<file path="config.mk">
export PLATFORM = sky130hd
export DESIGN_NAME = tscc_update
export DESIGN_NICKNAME = d
export VERILOG_FILES = /design/src/hw/rtl/tscc_pkg.sv /design/src/hw/rtl/tscc_update.sv
export SDC_FILE = /design/constraint.sdc
export NUM_CORES = 1
export LEC_CHECK = 0
export BUFFER_PORTS_ARGS = -buffer_cell sky130_fd_sc_hd__buf_4
export CAP_MARGIN = 20
export CORE_ASPECT_RATIO = 0.9
export CORE_MARGIN = 2
export CORE_UTILIZATION = 42
export DETAILED_ROUTE_END_ITERATION = 7
export PLACE_DENSITY = 0.86
export SYNTH_ARGS = -nofsm -noshare
export SYNTH_HDL_FRONTEND = slang
export SYNTH_SLANG_ARGS = --single-unit
</file>
<file path="constraint.sdc">
create_clock -name vclk -period 3.6
set_input_delay 0.18 -clock vclk [all_inputs]
set_output_delay 0.18 -clock vclk [all_outputs]
set_load 0.02 [all_outputs]
</file>
<file path="src/hw/rtl/tscc_pkg.sv">
`timescale 1ns / 1ps
// ----------------------------------------------------------------------------
// tscc_pkg
// Widths, table entry layout and write-port bundle shared by the
// continuity loss counter.
// ----------------------------------------------------------------------------
package tscc_pkg;

  localparam int PID_BITS   = 13;
  localparam int CC_BITS    = 4;
  localparam int COUNT_BITS = 32;

  localparam int TBL_DEPTH  = 2 ** PID_BITS;

  // One table entry per PID: seen flag, last counter, lost total
  typedef struct packed {
    logic                  seen;
    logic [CC_BITS-1:0]    last_cc;
    logic [COUNT_BITS-1:0] lost_count;
  } entry_t;

  // Table write port
  typedef struct packed {
    logic                en;
    logic [PID_BITS-1:0] addr;
    entry_t              data;
  } tbl_wr_t;

endpackage

</file>
<file path="src/hw/rtl/tscc_update.sv">
`timescale 1ns / 1ps
// ----------------------------------------------------------------------------
// tscc_update
// Entry update: continuity skip, saturating total and the new entry value.
// ----------------------------------------------------------------------------
module tscc_update import tscc_pkg::*; (
  input  entry_t                cur,
  input  logic [CC_BITS-1:0]    cc,
  output entry_t                upd,
  output logic                  first,
  output logic [CC_BITS-1:0]    skip,
  output logic [COUNT_BITS-1:0] total
);

  logic [COUNT_BITS:0] sum;

  // skip = (cc - last - 1) mod 2^CC_BITS, and -last-1 is ~last
  always_comb begin
    first = ~cur.seen;
    skip  = first ? '0 : CC_BITS'(cc + ~cur.last_cc);
    sum   = {1'b0, cur.lost_count} + {{(COUNT_BITS + 1 - CC_BITS){1'b0}}, skip};
    if (first) begin
      total = '0;
    end else if (sum[COUNT_BITS]) begin
      total = '1;
    end else begin
      total = sum[COUNT_BITS-1:0];
    end
    upd.seen       = 1'b1;
    upd.last_cc    = cc;
    upd.lost_count = total;
  end

endmodule

</file>
Word-level counts from Yosys, hierarchy flattened
Cells that the tools add are included.
{"block": "word_totals", "input_bits": 41, "output_inout_bits": 74, "register_bits": 0, "word_cells": 7}
{"block": "op_classes", "addsub": 2, "muxes": 3, "bitwise": 2}
{"cell": "$mux W32", "n": 2}
{"cell": "$add A32 B4 Y33", "n": 1}
{"cell": "$add A4 B4 Y4", "n": 1}
{"cell": "$mux W4", "n": 1}
{"cell": "$not A4 Y4", "n": 1}
{"cell": "$not A1 Y1", "n": 1}

Logic depth before layout (Yosys ltp)
{"block": "depth", "depth_word": 6, "ltp_mapped": 15, "ltp_nobuf": 12}

Least setup slack after synthesis
Ideal clock, no wire load.
{"block": "synth_path", "path_kind": "in2out", "start": "in cur[32] (netlist bit)", "end": "out upd[30] (netlist bit)", "cell_stages": 13, "t_arrival_ns": 3.354, "setup_slack_ns": 0.066, "path_buffers": 2, "required_time_ns": 3.420, "cell_sequence": "inv_1 ha_1 inv_1 fa_1 nor2_1 fa_1 nand3_1 a21oi_1 and4_1 buf_4 a21oi_1 a311oi_1 buf_4"}
{"block": "synth_via", "elab_chain_len": 6}
{"item": "start, declared", "line_no": "tscc_update.sv:7", "source": "input entry_t cur,"}
{"item": "$not A4 Y4", "line_no": "tscc_update.sv:20", "source": "skip = first ? '0 : CC_BITS'(cc + ~cur.last_cc);"}
{"item": "$add A4 B4 Y4", "line_no": "tscc_update.sv:20"}
{"item": "$mux W4", "line_no": "tscc_update.sv:20"}
{"item": "via skip[1]", "line_no": "tscc_update.sv:11", "source": "output logic [CC_BITS-1:0] skip,"}
{"item": "$add A32 B4 Y33", "line_no": "tscc_update.sv:21", "source": "sum = {1'b0, cur.lost_count} + {{(COUNT_BITS + 1 - CC_BITS){1'b0}}, skip};"}
{"item": "$mux W32", "line_no": "tscc_update.sv:24", "source": "end else if (sum[COUNT_BITS]) begin"}
{"item": "$mux W32", "line_no": "tscc_update.sv:22", "source": "if (first) begin"}
{"item": "end, declared", "line_no": "tscc_update.sv:9", "source": "output entry_t upd,"}
The timed path passes the listed nets, and every way through them passes these cells.

Worst setup path in the final report
{"block": "layout_path", "start": "in cur[33] (netlist bit)", "end": "out total[30]"}
{"block": "layout_via", "elab_chain_len": 6}
{"item": "$not A4 Y4", "line_no": "tscc_update.sv:20"}
{"item": "$add A4 B4 Y4", "line_no": "tscc_update.sv:20"}
{"item": "$mux W4", "line_no": "tscc_update.sv:20"}
{"item": "$add A32 B4 Y33", "line_no": "tscc_update.sv:21"}
{"item": "$mux W32", "line_no": "tscc_update.sv:24"}
{"item": "$mux W32", "line_no": "tscc_update.sv:22"}
{"item": "end, declared", "line_no": "tscc_update.sv:12", "source": "output logic [COUNT_BITS-1:0] total"}
No other way between the ends.

==> implementation parameters <==
Parameter                              Value

Routing
  Drt wl/cell    12.9 µm
  First-pass DRT Iterations    4
  DRC marker count from the first detailed-route iteration    95
  Mean number of vias per cell    5.11
  Post-route ant nets    0
  Total via count after detailed routing    1,652
  Total Wirelength    ~4.2 mm
  Remaining DRCs    0

Synthesis
  Post-synthesis instance area    1460 µm²
  Syn Inst Count    207
  Post-synthesis cell type count    43
  YS warnings    0
  Portion of the post-synthesis area used by sequential elements    0
  Synthesized net count    257
  Post-synthesis area per instance    between 7 and 8 µm²

Floorplanning
  Placeable core area    3350 µm²
  Top-Level Pins    ~120
  Initial Utilization    0.435
  Die footprint    between 3000 and 4000 µm²
  # rows    20
  Height of the chip    around 60 µm
  Overall die width    around 66 µm

GRT
  Pin count of the biggest net entering global routing    27
  Total routing usage reported by global routing    0.187
  Wire length of the first global-routing pass    6.09 mm
  Number of antenna violations at the first check in global routing    0
  Via count of the first global-routing pass    1,410
  Residual overflow from global routing    0

STA
  Least-Margin Pin Slew    ~0.52 ns
  Fin Setup TNS    0 ns
  Unrepaired setup endpoints after global routing    false
  Max Slew Vio Count    0
  Highest attainable clock frequency    around 0.32 GHz
  Worst max-slew margin expressed relative to the limit    0.655
  Number of endpoints failing setup at the final stage    0
  Share of the clock period used by the worst path after layout    0.876
  Final critical path time including I/O delays and setup    ~3.2 ns
  Hold slack final    0.570 ns
  Final Hold Fails    0

Critical path
  Worst endpoint data arrival time    2.97 ns
  Worst endpoint required time    roughly 3.4 ns
  Worst setup EP type    output pin
  Path type of the worst setup path    in2out
  Largest fanout on the critical path    7
  Cell family with most CP delay    compound AO/OA/AOI/OAI gates
  List of cells traversed by the critical path    buf_4, inv_1, ha_1, a21o_1, a21oi_1, xnor2_1, nor2_1, ha_1, nand3_1, a21oi_1, and4_1, a21oi_1, a311oi_1, buf_4
  Crit-path most repeated cell    sky130_fd_sc_hd__a21oi_1
  Cell with the largest stage delay on the worst path    sky130_fd_sc_hd__and4_1
  Maximum cell stage delay along the critical path    about 0.44 ns
  Buf+Inv Stages, Crit Path    3
  Nature of the critical path startpoint    input port

Finish
  N_diodes    0
  Net total in the final layout    331
  Fraction of final layout cells sized beyond drive strength 1    0.473
  Layout Utilization    0.618
  Clock buffers    0
  Sequential cell count    0
  Sequential cell area in the final layout    0 µm²
  Layout Area Growth over Synthesis    42.1%

Placed design
  Placed wire-length estimate after detailed placement    3.42 mm
  Placer congestion estimate    0.808
  Count of buffers from port buffering    114

Worst hold path
  HP Class    in2out

Clock tree
  Number of setup buffers added after CTS    0
  Count of instances resized after the clock tree is built    0
  Cts-stage hold buffer count    0

Pwr
  Cell area power density    159 nW/µm²
  Static leakage    around 0.0010 µW
  Worst VDD drop    0.101 mV

Job
  Count of max-cap constraint violations    0

Run status
  Run status    complete, no violations
==> layer usage <==
metal | share of wire | vias to the layer above | GRT usage | wire length [µm]
li1 | - | 840 | - | -
met5 | 0 | - | 0 | 0
met4 | 0 | 0 | 0.00292 | 0
met3 | 0.062 | 0 | 0.0113 | 258
met1 | 0.42 | 760 | 0.245 | 1750
met2 | 0.52 | 52 | 0.356 | 2140
==> layout by cell type (no fill, tap or decap), types with 2 or more instances in the layout <==
cell type                 netlist  routed
sky130_fd_sc_hd__buf_4         40     118
sky130_fd_sc_hd__a21oi_1       31      31
sky130_fd_sc_hd__xor2_1        18      18
sky130_fd_sc_hd__nand3_1       18      18
sky130_fd_sc_hd__xnor2_1       10      10
sky130_fd_sc_hd__nor2_1         9       9
sky130_fd_sc_hd__nand4_1        9       9
sky130_fd_sc_hd__inv_1          7       7
sky130_fd_sc_hd__ha_1           7       7
sky130_fd_sc_hd__nand2_1        6       6
sky130_fd_sc_hd__and3_1         6       6
sky130_fd_sc_hd__and4_1         4       4
sky130_fd_sc_hd__a21oi_2        3       3
sky130_fd_sc_hd__and2_1         2       2
sky130_fd_sc_hd__and3_2         2       2
sky130_fd_sc_hd__nor2b_1        2       2
sky130_fd_sc_hd__a31oi_1        2       2
sky130_fd_sc_hd__fa_1           2       2
==> cells in the mapped netlist (2+ instances only) <==
cell type	count	area [µm²]
sky130_fd_sc_hd__nand2_1	6	22.5
sky130_fd_sc_hd__and2_1	2	12.5
sky130_fd_sc_hd__buf_4	40	300
sky130_fd_sc_hd__ha_1	7	87.6
sky130_fd_sc_hd__xor2_1	18	158
sky130_fd_sc_hd__a21oi_1	31	155
sky130_fd_sc_hd__and3_1	6	37.5
sky130_fd_sc_hd__fa_1	2	40.0
sky130_fd_sc_hd__xnor2_1	10	87.6
sky130_fd_sc_hd__a31oi_1	2	12.5
sky130_fd_sc_hd__nand3_1	18	90.1
sky130_fd_sc_hd__nor2_1	9	33.8
sky130_fd_sc_hd__and3_2	2	15.0
sky130_fd_sc_hd__clkbuf_1	3	11.3
sky130_fd_sc_hd__nor2b_1	2	12.5
sky130_fd_sc_hd__a21oi_2	3	26.3
sky130_fd_sc_hd__and4_1	4	35.0
sky130_fd_sc_hd__nand4_1	9	56.3
sky130_fd_sc_hd__buf_2	3	15.0
sky130_fd_sc_hd__inv_1	7	26.3
==> worst paths after layout <==
| path | start | endpoint | slack, ns | cells after the start |
|---|---|---|---|---|
| worst max-delay path | cur[33] | total[30] | 0.45 | 14 |
| worst min-delay path | cc[2] | upd[34] | 0.57 | 2 |
==> where the power goes <==
part	internal [µW]	leakage, µW	switching (µW)
logic	146	0.00101	184
registers	0	0	0
clock network	0	0	0
==> layout make-up <==
cell class / instances / area [µm²]
Fill cell: 341 / 1280
Inverter: 9 / 33.8
Multi-Input combinational cell: 152 / 1100
Tap cell: 44 / 55.1
Timing Repair Buffer: 118 / 886
==> stage by stage <==
stage               total power, µW  instance area (µm²)  cells  setup WS, ns
floorplan                       211                 1460    207        0.0656
global placement                324                 2070    323         0.557
detailed placement              330                 2070    323         0.463
CTS                             332                 2070    323         0.457
global route                    353                 2070    323         0.254
finish                          330                 2070    323         0.448
==> cells by family (layout without fill, tap and decap cells) <==
kind of cell             count (synthesis)  in the layout  share of synthesized area
buffers and inverters                   55            127                      0.247
multiplexers                             1              1                    0.00687
other                                    1              1                    0.00257
adder cells (fa/ha/maj)                  9              9                     0.0876
AO/OA/AOI/OAI                           42             42                      0.161
AND/OR/NAND/NOR                         71             71                      0.327
XOR/XNOR                                28             28                      0.168
Power figures use the tool's default switching activity.
